--- src/scja_pkg.sv ---
// Package for the seeded cone jet accumulator: field widths, reset values,
// register indexes, the divider status struct and the moment saturation helper.
// No dependencies.
package scja_pkg;

	localparam int PtW      = 16;
	localparam int EnergyW  = 20;
	localparam int EtaW     = 13;
	localparam int PhiW     = 12;
	localparam int RadiusW  = 12;
	localparam int CountW   = 11;
	localparam int EsumW    = 30;
	localparam int PsumW    = 26;
	localparam int MomW     = 48;
	localparam int MulW     = 17;
	localparam int ProdW    = 2 * MulW;
	localparam int DistW    = 28;
	localparam int InDataW  = 64;
	localparam int OutDataW = 112;
	localparam int CfgIdxW  = 2;
	localparam int CfgDataW = 16;

	localparam int MaxParticlesDef = 1024;

	localparam logic [RadiusW-1:0] ConeRadiusRst  = 12'd196;
	localparam logic [PtW-1:0]     PtThresholdRst = 16'd200;
	localparam logic [RadiusW-1:0] EtaLimitRst    = 12'd652;

	localparam logic [CfgIdxW-1:0] RegConeRadius  = 2'd0;
	localparam logic [CfgIdxW-1:0] RegPtThreshold = 2'd1;
	localparam logic [CfgIdxW-1:0] RegEtaLimit    = 2'd2;

	localparam logic [MomW-1:0] MomMax = {1'b0, {(MomW-1){1'b1}}};
	localparam logic [MomW-1:0] MomMin = {1'b1, {(MomW-1){1'b0}}};

	typedef struct packed {
		logic busy;
		logic done;
	} scja_div_stat_t;

	function automatic logic [MomW-1:0] mom_sat(input logic [MomW:0] s);
		logic [MomW-1:0] r;
		if (s[MomW] != s[MomW-1]) begin
			r = s[MomW] ? MomMin : MomMax;
		end else begin
			r = s[MomW-1:0];
		end
		return r;
	endfunction

	function automatic logic [MomW-1:0] mom_abs(input logic [MomW-1:0] v);
		return v[MomW-1] ? (~v + 1'b1) : v;
	endfunction

endpackage

--- src/scja_mul.sv ---
// Shared signed multiplier with a registered product.
// Depends on scja_pkg for the operand and product widths.
module scja_mul import scja_pkg::*; (
	input  logic                    clk,
	input  logic signed [MulW-1:0]  a,
	input  logic signed [MulW-1:0]  b,
	output logic signed [ProdW-1:0] prod_s1
);

	always_ff @(posedge clk) begin
		prod_s1 <= a * b;
	end

endmodule

--- src/scja_div.sv ---
// Restoring divider, one quotient bit per cycle, unsigned magnitudes.
// Depends on scja_pkg for widths and the status struct.
module scja_div import scja_pkg::*; (
	input  logic             clk,
	input  logic             arst_n,
	input  logic             start,
	input  logic [MomW-1:0]  dividend,
	input  logic [PsumW-1:0] divisor,
	output scja_div_stat_t   stat,
	output logic [MomW-1:0]  quotient
);

	localparam int CntW = $clog2(MomW);

	logic [PsumW-1:0] rem_q;
	logic [PsumW-1:0] dvs_q;
	logic [MomW-1:0]  quo_q;
	logic [CntW-1:0]  cnt_q;
	logic             busy_q;
	logic             done_q;
	logic [PsumW:0]   trial;
	logic [PsumW:0]   diff;
	logic             fits;

	assign trial = {rem_q, quo_q[MomW-1]};
	assign diff  = trial - {1'b0, dvs_q};
	assign fits  = trial >= {1'b0, dvs_q};

	always_ff @(posedge clk or negedge arst_n) begin
		if (!arst_n) begin
			rem_q  <= '0;
			dvs_q  <= '0;
			quo_q  <= '0;
			cnt_q  <= '0;
			busy_q <= 1'b0;
			done_q <= 1'b0;
		end else begin
			done_q <= 1'b0;
			if (start) begin
				rem_q  <= '0;
				dvs_q  <= divisor;
				quo_q  <= dividend;
				cnt_q  <= CntW'(MomW - 1);
				busy_q <= 1'b1;
			end else if (busy_q) begin
				rem_q <= fits ? diff[PsumW-1:0] : trial[PsumW-1:0];
				quo_q <= {quo_q[MomW-2:0], fits};
				cnt_q <= cnt_q - 1'b1;
				if (cnt_q == '0) begin
					busy_q <= 1'b0;
					done_q <= 1'b1;
				end
			end
		end
	end

	assign stat.busy = busy_q;
	assign stat.done = done_q;
	assign quotient  = quo_q;

endmodule

--- src/seeded_cone_jet_accumulator_top.sv ---
// Seeded cone jet accumulator: a seed beat sets the jet axis and clears the sums; candidate
// beats inside the cone are accumulated. A seed beat or a candidate beat rejected by the eta or
// pt cut returns straight to idle unless it is marked last. A candidate that reaches the cone test
// steps through the distance states and the compare, and through two moment states more when it
// lies inside the cone, because one shared multiplier forms the squared distances, the squared
// radius and the two moment products in turn. A beat marked last folds the seed into the sums and
// runs the one-bit-per-cycle divider twice, for the phi and eta axes; with a zero pt sum the
// divider is skipped and the seed axis is output. The result waits while the previous one is
// still held by a low m_tready. s_tready is low meanwhile. Depends on scja_pkg, scja_mul and scja_div.
module seeded_cone_jet_accumulator_top import scja_pkg::*; #(
	parameter int MAX_PARTICLES = MaxParticlesDef
) (
	input  logic                clk,
	input  logic                arst_n,
	input  logic                s_tvalid,
	output logic                s_tready,
	input  logic [InDataW-1:0]  s_tdata,  // pt, energy, eta, phi
	input  logic [0:0]          s_tuser,  // mode
	input  logic                s_tlast,
	output logic                m_tvalid,
	input  logic                m_tready,
	output logic [OutDataW-1:0] m_tdata,  // particle_count, energy_sum, pt_sum, jet phi,
	                                      // jet eta, seed_pt
	input  logic                cfg_we,
	input  logic [CfgIdxW-1:0]  cfg_index,
	input  logic [CfgDataW-1:0] cfg_data
);

	localparam int CountCapInt = (MAX_PARTICLES < 2047) ? MAX_PARTICLES : 2046;
	localparam logic [CountW-1:0] CountCap = CountW'(CountCapInt);

	typedef enum logic [3:0] {
		ST_IDLE, ST_DETA, ST_DPHI, ST_RAD, ST_CMP, ST_PMOM, ST_EMOM,
		ST_RSEED, ST_RSUM, ST_DIVP, ST_WAITP, ST_DIVE, ST_WAITE, ST_OUT
	} state_t;

	state_t state_q;

	logic [RadiusW-1:0] cone_radius_q;
	logic [PtW-1:0]     pt_threshold_q;
	logic [RadiusW-1:0] eta_limit_q;

	logic [PhiW-1:0]    seed_phi_q;
	logic [EtaW-1:0]    seed_eta_q;
	logic [PtW-1:0]     seed_pt_q;
	logic [EnergyW-1:0] seed_energy_q;
	logic [CountW-1:0]  count_q;
	logic [EsumW-1:0]   energy_acc_q;
	logic [PsumW-1:0]   pt_acc_q;
	logic [MomW-1:0]    phi_mom_q;
	logic [MomW-1:0]    eta_mom_q;

	logic               last_q;
	logic [PtW-1:0]     pt_q;
	logic [EnergyW-1:0] energy_q;
	logic [EtaW-1:0]    eta_q;
	logic [PhiW-1:0]    phi_q;
	logic [DistW-1:0]   dist_q;

	logic [EsumW-1:0]   esum_q;
	logic [PsumW-1:0]   psum_q;
	logic [MomW-1:0]    emom_q;
	logic [PhiW-1:0]    aphi_q;
	logic [EtaW-1:0]    aeta_q;

	logic                m_tvalid_q;
	logic [OutDataW-1:0] m_tdata_q;

	logic               in_mode;
	logic [PtW-1:0]     in_pt;
	logic [EnergyW-1:0] in_energy;
	logic [EtaW-1:0]    in_eta;
	logic [PhiW-1:0]    in_phi;
	logic [EtaW-1:0]    in_aeta;
	logic               in_pass;
	logic               in_acc;

	logic [EtaW:0]      deta;
	logic [PhiW-1:0]    dphi;
	logic signed [MulW-1:0]  mul_a;
	logic signed [MulW-1:0]  mul_b;
	logic signed [ProdW-1:0] prod_s1;
	logic               in_cone;

	logic [EsumW:0]     esum_next;
	logic [PsumW:0]     psum_next;
	logic [EsumW:0]     esum_res;
	logic [PsumW:0]     psum_res;
	logic [MomW:0]      pmom_sum;
	logic [MomW:0]      emom_sum;
	logic [MomW:0]      emom_res;

	logic               div_start;
	logic [MomW-1:0]    div_dividend;
	scja_div_stat_t     div_stat;
	logic [MomW-1:0]    div_quo;
	logic [PhiW-1:0]    q_phi;
	logic [EtaW-1:0]    q_eta;

	assign in_mode   = s_tuser[0];
	assign in_pt     = s_tdata[15:0];
	assign in_energy = s_tdata[35:16];
	assign in_eta    = s_tdata[48:36];
	assign in_phi    = s_tdata[60:49];
	assign in_aeta   = in_eta[EtaW-1] ? (~in_eta + 1'b1) : in_eta;
	assign in_pass   = (in_aeta < {1'b0, eta_limit_q}) && (in_pt >= pt_threshold_q);
	assign in_acc    = s_tvalid && s_tready;

	assign s_tready = (state_q == ST_IDLE);

	assign deta = {eta_q[EtaW-1], eta_q} - {seed_eta_q[EtaW-1], seed_eta_q};
	assign dphi = phi_q - seed_phi_q;

	always_comb begin
		mul_a = '0;
		mul_b = '0;
		case (state_q)
			ST_DETA: begin
				mul_a = {{(MulW-EtaW-1){deta[EtaW]}}, deta};
				mul_b = {{(MulW-EtaW-1){deta[EtaW]}}, deta};
			end
			ST_DPHI: begin
				mul_a = {{(MulW-PhiW){dphi[PhiW-1]}}, dphi};
				mul_b = {{(MulW-PhiW){dphi[PhiW-1]}}, dphi};
			end
			ST_RAD: begin
				mul_a = {{(MulW-RadiusW){1'b0}}, cone_radius_q};
				mul_b = {{(MulW-RadiusW){1'b0}}, cone_radius_q};
			end
			ST_CMP: begin
				mul_a = {{(MulW-PhiW){dphi[PhiW-1]}}, dphi};
				mul_b = {1'b0, pt_q};
			end
			ST_PMOM: begin
				mul_a = {{(MulW-EtaW){eta_q[EtaW-1]}}, eta_q};
				mul_b = {1'b0, pt_q};
			end
			ST_RSEED: begin
				mul_a = {{(MulW-EtaW){seed_eta_q[EtaW-1]}}, seed_eta_q};
				mul_b = {1'b0, seed_pt_q};
			end
			default: begin
				mul_a = '0;
				mul_b = '0;
			end
		endcase
	end

	scja_mul u_mul (
		.clk     (clk),
		.a       (mul_a),
		.b       (mul_b),
		.prod_s1 (prod_s1)
	);

	assign in_cone   = dist_q < prod_s1[DistW-1:0];
	assign esum_next = {1'b0, energy_acc_q} + {{(EsumW-EnergyW+1){1'b0}}, energy_q};
	assign psum_next = {1'b0, pt_acc_q} + {{(PsumW-PtW+1){1'b0}}, pt_q};
	assign esum_res  = {1'b0, energy_acc_q} + {{(EsumW-EnergyW+1){1'b0}}, seed_energy_q};
	assign psum_res  = {1'b0, pt_acc_q} + {{(PsumW-PtW+1){1'b0}}, seed_pt_q};
	assign pmom_sum  = {phi_mom_q[MomW-1], phi_mom_q}
	                 - {{(MomW+1-ProdW){prod_s1[ProdW-1]}}, prod_s1};
	assign emom_sum  = {eta_mom_q[MomW-1], eta_mom_q}
	                 + {{(MomW+1-ProdW){prod_s1[ProdW-1]}}, prod_s1};
	assign emom_res  = emom_sum;

	assign div_start    = (state_q == ST_DIVP && psum_q != '0) || (state_q == ST_DIVE);
	assign div_dividend = (state_q == ST_DIVP) ? mom_abs(phi_mom_q) : mom_abs(emom_q);

	scja_div u_div (
		.clk      (clk),
		.arst_n   (arst_n),
		.start    (div_start),
		.dividend (div_dividend),
		.divisor  (psum_q),
		.stat     (div_stat),
		.quotient (div_quo)
	);

	assign q_phi = phi_mom_q[MomW-1] ? (~div_quo[PhiW-1:0] + 1'b1) : div_quo[PhiW-1:0];

	always_comb begin
		if (emom_q[MomW-1]) begin
			q_eta = (div_quo > MomW'(4096)) ? 13'h1000 : (~div_quo[EtaW-1:0] + 1'b1);
		end else begin
			q_eta = (div_quo > MomW'(4095)) ? 13'h0FFF : div_quo[EtaW-1:0];
		end
	end

	always_ff @(posedge clk or negedge arst_n) begin
		if (!arst_n) begin
			state_q        <= ST_IDLE;
			cone_radius_q  <= ConeRadiusRst;
			pt_threshold_q <= PtThresholdRst;
			eta_limit_q    <= EtaLimitRst;
			seed_phi_q     <= '0;
			seed_eta_q     <= '0;
			seed_pt_q      <= '0;
			seed_energy_q  <= '0;
			count_q        <= '0;
			energy_acc_q   <= '0;
			pt_acc_q       <= '0;
			phi_mom_q      <= '0;
			eta_mom_q      <= '0;
			last_q         <= 1'b0;
			pt_q           <= '0;
			energy_q       <= '0;
			eta_q          <= '0;
			phi_q          <= '0;
			dist_q         <= '0;
			esum_q         <= '0;
			psum_q         <= '0;
			emom_q         <= '0;
			aphi_q         <= '0;
			aeta_q         <= '0;
			m_tvalid_q     <= 1'b0;
			m_tdata_q      <= '0;
		end else begin
			if (cfg_we) begin
				case (cfg_index)
					RegConeRadius:  cone_radius_q  <= cfg_data[RadiusW-1:0];
					RegPtThreshold: pt_threshold_q <= cfg_data[PtW-1:0];
					RegEtaLimit:    eta_limit_q    <= cfg_data[RadiusW-1:0];
					default: ;
				endcase
			end

			if (m_tvalid_q && m_tready && state_q != ST_OUT) begin
				m_tvalid_q <= 1'b0;
			end

			case (state_q)
				ST_IDLE: begin
					if (in_acc) begin
						last_q   <= s_tlast;
						pt_q     <= in_pt;
						energy_q <= in_energy;
						eta_q    <= in_eta;
						phi_q    <= in_phi;
						if (!in_mode) begin
							seed_phi_q    <= in_phi;
							seed_eta_q    <= in_eta;
							seed_pt_q     <= in_pt;
							seed_energy_q <= in_energy;
							count_q       <= '0;
							energy_acc_q  <= '0;
							pt_acc_q      <= '0;
							phi_mom_q     <= '0;
							eta_mom_q     <= '0;
							state_q       <= s_tlast ? ST_RSEED : ST_IDLE;
						end else if (in_pass) begin
							state_q <= ST_DETA;
						end else begin
							state_q <= s_tlast ? ST_RSEED : ST_IDLE;
						end
					end
				end
				ST_DETA: state_q <= ST_DPHI;
				ST_DPHI: begin
					dist_q  <= prod_s1[DistW-1:0];
					state_q <= ST_RAD;
				end
				ST_RAD: begin
					dist_q  <= dist_q + prod_s1[DistW-1:0];
					state_q <= ST_CMP;
				end
				ST_CMP: begin
					if (in_cone) begin
						if (count_q < CountCap) begin
							count_q <= count_q + 1'b1;
						end
						energy_acc_q <= esum_next[EsumW] ? '1 : esum_next[EsumW-1:0];
						pt_acc_q     <= psum_next[PsumW] ? '1 : psum_next[PsumW-1:0];
						state_q      <= ST_PMOM;
					end else begin
						state_q <= last_q ? ST_RSEED : ST_IDLE;
					end
				end
				ST_PMOM: begin
					phi_mom_q <= mom_sat(pmom_sum);
					state_q   <= ST_EMOM;
				end
				ST_EMOM: begin
					eta_mom_q <= mom_sat(emom_sum);
					state_q   <= last_q ? ST_RSEED : ST_IDLE;
				end
				ST_RSEED: state_q <= ST_RSUM;
				ST_RSUM: begin
					esum_q  <= esum_res[EsumW] ? '1 : esum_res[EsumW-1:0];
					psum_q  <= psum_res[PsumW] ? '1 : psum_res[PsumW-1:0];
					emom_q  <= mom_sat(emom_res);
					state_q <= ST_DIVP;
				end
				ST_DIVP: begin
					if (psum_q == '0) begin
						aphi_q  <= seed_phi_q;
						aeta_q  <= seed_eta_q;
						state_q <= ST_OUT;
					end else begin
						state_q <= ST_WAITP;
					end
				end
				ST_WAITP: begin
					if (div_stat.done) begin
						aphi_q  <= seed_phi_q - q_phi;
						state_q <= ST_DIVE;
					end
				end
				ST_DIVE: state_q <= ST_WAITE;
				ST_WAITE: begin
					if (div_stat.done) begin
						aeta_q  <= q_eta;
						state_q <= ST_OUT;
					end
				end
				ST_OUT: begin
					if (!m_tvalid_q || m_tready) begin
						m_tvalid_q <= 1'b1;
						m_tdata_q  <= {4'b0, seed_pt_q, aeta_q, aphi_q, psum_q, esum_q,
						               count_q + 1'b1};
						state_q    <= ST_IDLE;
					end
				end
				default: state_q <= ST_IDLE;
			endcase
		end
	end

	assign m_tvalid = m_tvalid_q;
	assign m_tdata  = m_tdata_q;

`ifndef SYNTHESIS
	a_count_cap: assert property (@(posedge clk) disable iff (!arst_n)
		count_q <= CountCap)
		else $error("candidate count exceeds its cap");

	a_div_start_idle: assert property (@(posedge clk) disable iff (!arst_n)
		div_start |-> !div_stat.busy)
		else $error("divider started while busy");

	a_seed_clears: assert property (@(posedge clk) disable iff (!arst_n)
		(in_acc && !in_mode) |=> (count_q == '0 && pt_acc_q == '0 && energy_acc_q == '0))
		else $error("seed beat did not clear the accumulators");

	a_div_nonzero: assert property (@(posedge clk) disable iff (!arst_n)
		(state_q == ST_WAITP || state_q == ST_WAITE) |-> psum_q != '0)
		else $error("division by a zero pt sum");
`endif

endmodule

--- config.mk ---
export PLATFORM = sky130hd
export DESIGN_NAME = seeded_cone_jet_accumulator_top
export DESIGN_NICKNAME = d
export VERILOG_FILES = /design/src/scja_pkg.sv /design/src/scja_mul.sv /design/src/scja_div.sv /design/src/seeded_cone_jet_accumulator_top.sv
export SDC_FILE = /design/constraint.sdc
export NUM_CORES = 2
export LEC_CHECK = 0
export ABC_AREA = 1
export BUFFER_PORTS_ARGS = -buffer_cell sky130_fd_sc_hd__buf_2
export CORE_MARGIN = 4
export CORE_UTILIZATION = 40
export DETAILED_ROUTE_END_ITERATION = 6
export GPL_TIMING_DRIVEN = 0
export PLACE_DENSITY = 0.58
export SYNTH_ARGS = -nofsm -noshare
export SYNTH_HDL_FRONTEND = slang
export SYNTH_SLANG_ARGS = --single-unit
--- constraint.sdc ---
create_clock -name clk -period 8.2 [get_ports clk]
set_input_delay 2.46 -clock clk [delete_from_list [all_inputs] [get_ports clk]]
set_output_delay 2.46 -clock clk [all_outputs]
set_load 0.01 [all_outputs]
==> results.yml <==
outcome:
  status: "finished, final reports clean"
setup_path:
  worstSetupPathType: "reg2reg"
  crit_fanout: 10
  worstPathRequired_ns: 8.78
  startpoint_type: "flop"
  cp_slowest_cell: "fa_2"
  path_buf_inv: 8
  cp_top_family: "adder cells"
  cpPeakStageDelay_ns: 0.65
  worst_ep_arrival_time_ns: 8.47
  end_kind: "flop"
routing:
  wl_met3_mm: 19.0
  routed.top_layer: "met5"
  final_antenna_net_count: 0
  wire_per_inst_um: 21.7
  routed_via_density: 5.38
  dr_total_vias: 61100
  drt_iter0_drc: 5789
  first_pass_iters: 6
  drc: 0
  met1_length_mm: 116
  dr_wl_met2_mm: 103
  wl_mm: 247
sta:
  fmax_mhz: 127
  min_period_ns: 7.90
  finalHoldViolCount: 0
  tightest_slew_ns: 1.23
  setup-violations-final: 0
  maxSlewHeadroom: 0.177
  holdWs_ns: 0.474
  rsz0062_at_grt: "false"
  fin_crit_sh: 0.963
  worst_slack_ns: 0.302
  skew_ns: 0.0731
  slew_violations: 0
placed_design:
  placed_area_um2: 66600
  pre_cts_ws_ns: -0.473
  io_buffers: 195
  globalplace.congestion: 0.992
  dp_hpwl_mm: 204
cts:
  clkTransAtPathRegs_ns: 0.06
  numCtsBuffers: 89
  insertion_delay_ns: 0.73
  clock-sinks: 738
  htree_levels: 3
  clockBufferDepth: 3
  cts_tree: "built"
  root_buffer: "clkbuf_16"
cells_and_area:
  fillers: 16400
  fin_area_um2: 70400
  final_layout_size_suffix_gt1_frac: 0.0805
  area_growth_pct: 11.9
  final_core_util: 0.450
  nNetsFinal: 9991
die:
  initial_utilization: 0.403
  rows: 145
  coreArea_um2: 156000
  fp.dieW_um: 405
  dieArea_um2: 164000
  pin_count: 203
  die_h_um: 405
logic_synthesis:
  ys_warn_count: 0
  syn_area_um2: 62900
  seq_area_frac_synth: 0.291
  synthFlopType: "dfrtp_1"
  synth_edf_count: 0
  synth_cells: 8915
  synth-async-reset-ratio: 0.954
  synth_area_per_cell_um2: 7.05
  ys_seq_elements: 738
  synth_cell_types: 68
global_routing:
  grt_overflow: 0
  grt_pass1_vias: 58600
  grt_pass1_wl_mm: 369
  antenna_found_initial: 18
  gr-usage-all-layers: 0.298
  grt_max_degree: 118
run:
  cap_violations: 0
min_path:
  min_path_type: "reg2reg"
per-stage QoR:
step | setup TNS, ns | cells
after floorplan | 0 | 8918
after global placement | -7634.64 | 11200
after CTS | 0 | 11300
final | 0 | 11400
after detailed placement | -3.16 | 11200
after global routing | 0 | 11400
worst reg2reg max path, delay by kind of cell, from the launching register on:
| kind | cells | cell delay, ns |
|---|---|---|
| flip-flops | 1 | 0.48 |
| adder cells (fa/ha/maj) | 8 | 4.07 |
| buffers and inverters | 8 | 1.14 |
| AND/OR/NAND/NOR | 13 | 1.73 |
| XOR/XNOR | 1 | 0.23 |
| AO/OA/AOI/OAI | 1 | 0.12 |
layer usage:
layer | vias to the layer above | track usage
li1 | 29100 | -
met1 | 29500 | 0.445
met2 | 2150 | 0.441
met3 | 348 | 0.0467
met4 | 4 | 0.0898
met5 | - | 0
worst paths after layout:
kind | from | end | slack, ns | depth (start not counted)
min reg2reg | esum_q[26] | m_tdata[37] | 0.47 | 2
max reg2reg | seed_phi_q[1] | u_mul.prod_s1[30] | 0.30 | 31
min | esum_q[26] | m_tdata[37] | 0.47 | 2
max | seed_phi_q[1] | u_mul.prod_s1[30] | 0.30 | 31
min in group asynchronous | arst_n | u_div.rem_q[11] | 1.69 | 1
max in group asynchronous | arst_n | aeta_q[4] | 4.45 | 4
cells in the mapped netlist (all sizes together), types with 14 or more instances:
| library cell | count | area (um2) |
|---|---|---|
| ha | 401 | 5020 |
| nor2 | 725 | 2810 |
| a21o | 25 | 188 |
| clkbuf | 117 | 443 |
| dfxtp | 34 | 681 |
| xor2 | 154 | 1350 |
| o211ai | 64 | 490 |
| o221ai | 24 | 210 |
| o22ai | 21 | 131 |
| inv | 1426 | 5350 |
| a21oi | 489 | 2470 |
| nor4 | 30 | 194 |
| nor3 | 119 | 606 |
| xnor2 | 90 | 788 |
| buf | 134 | 781 |
| nand4 | 116 | 726 |
| o21ai | 700 | 3560 |
| o21bai | 45 | 338 |
| fa | 274 | 5490 |
| nand2 | 2598 | 9830 |
| a31oi | 27 | 169 |
| mux2 | 21 | 236 |
| nand3b | 14 | 105 |
| dfrtp | 694 | 17400 |
| a22oi | 31 | 233 |
| o21a | 16 | 120 |
| or2 | 17 | 106 |
| nand3 | 419 | 2230 |
sequential cells by signal, summed over array words and instances, names as in the netlist, 26 cells and up:
| name | cells |
|---|---|
| dist_q | 28 |
| emom_q | 48 |
| energy_acc_q | 30 |
| esum_q | 30 |
| eta_mom_q | 48 |
| m_tdata | 108 |
| phi_mom_q | 48 |
| psum_q | 26 |
| pt_acc_q | 26 |
| u_div.dvs_q | 26 |
| u_div.quotient | 48 |
| u_div.rem_q | 26 |
| u_mul.prod_s1 | 34 |
cells in the final DEF, fill, tap and decap left out, drive strengths merged, types with 45 or more instances in the layout:
cell / count
a21oi: 489
buf: 350
clkbuf: 243
dfrtp: 694
fa: 274
ha: 401
inv: 1428
nand2: 2598
nand3: 419
nand4: 116
nor2: 725
nor3: 119
o211ai: 64
o21ai: 700
o21bai: 45
xnor2: 90
xor2: 154
cell families (layout without fill, tap and decap cells):
logic type	count (synthesis)	count (layout)	synth area share
and+or+nand+nor	4053	4053	0.266
buffers and inverters	1683	2065	0.105
AOI/OAI and AO/OA	1500	1500	0.134
DFF	738	738	0.291
adders and majority gates	675	675	0.167
xor gates and xnor gates	244	244	0.0340
muxes	21	21	0.00376
other	1	12	0.0000596
repair_timing:
action                                 in CTS  in global routing
gates resized for setup                    26                 80
setup endpoints to repair                  12                 18
endpoints found under the hold margin       0                  0
hold buffers                                0                  0
buffers inserted                            6                 13
pin swaps                                   2                  8
area by class of cell:
class / instances / area, um2 / area share
Antenna cell: 8 / 20.0 / 0.000284
Buffer: 249 / 1230 / 0.0175
Clock buffer: 124 / 2560 / 0.0364
Clock inverter: 40 / 619 / 0.00880
Inverter: 1432 / 5380 / 0.0765
Multi-Input combinational cell: 6497 / 38400 / 0.545
Sequential cell: 738 / 18300 / 0.260
Tap cell: 2058 / 2570 / 0.0366
Timing Repair Buffer: 220 / 1310 / 0.0186
Power is left out: the tool's default activity adds up to more than one toggle a clock period on the data nets, which glitch-free logic cannot reach.
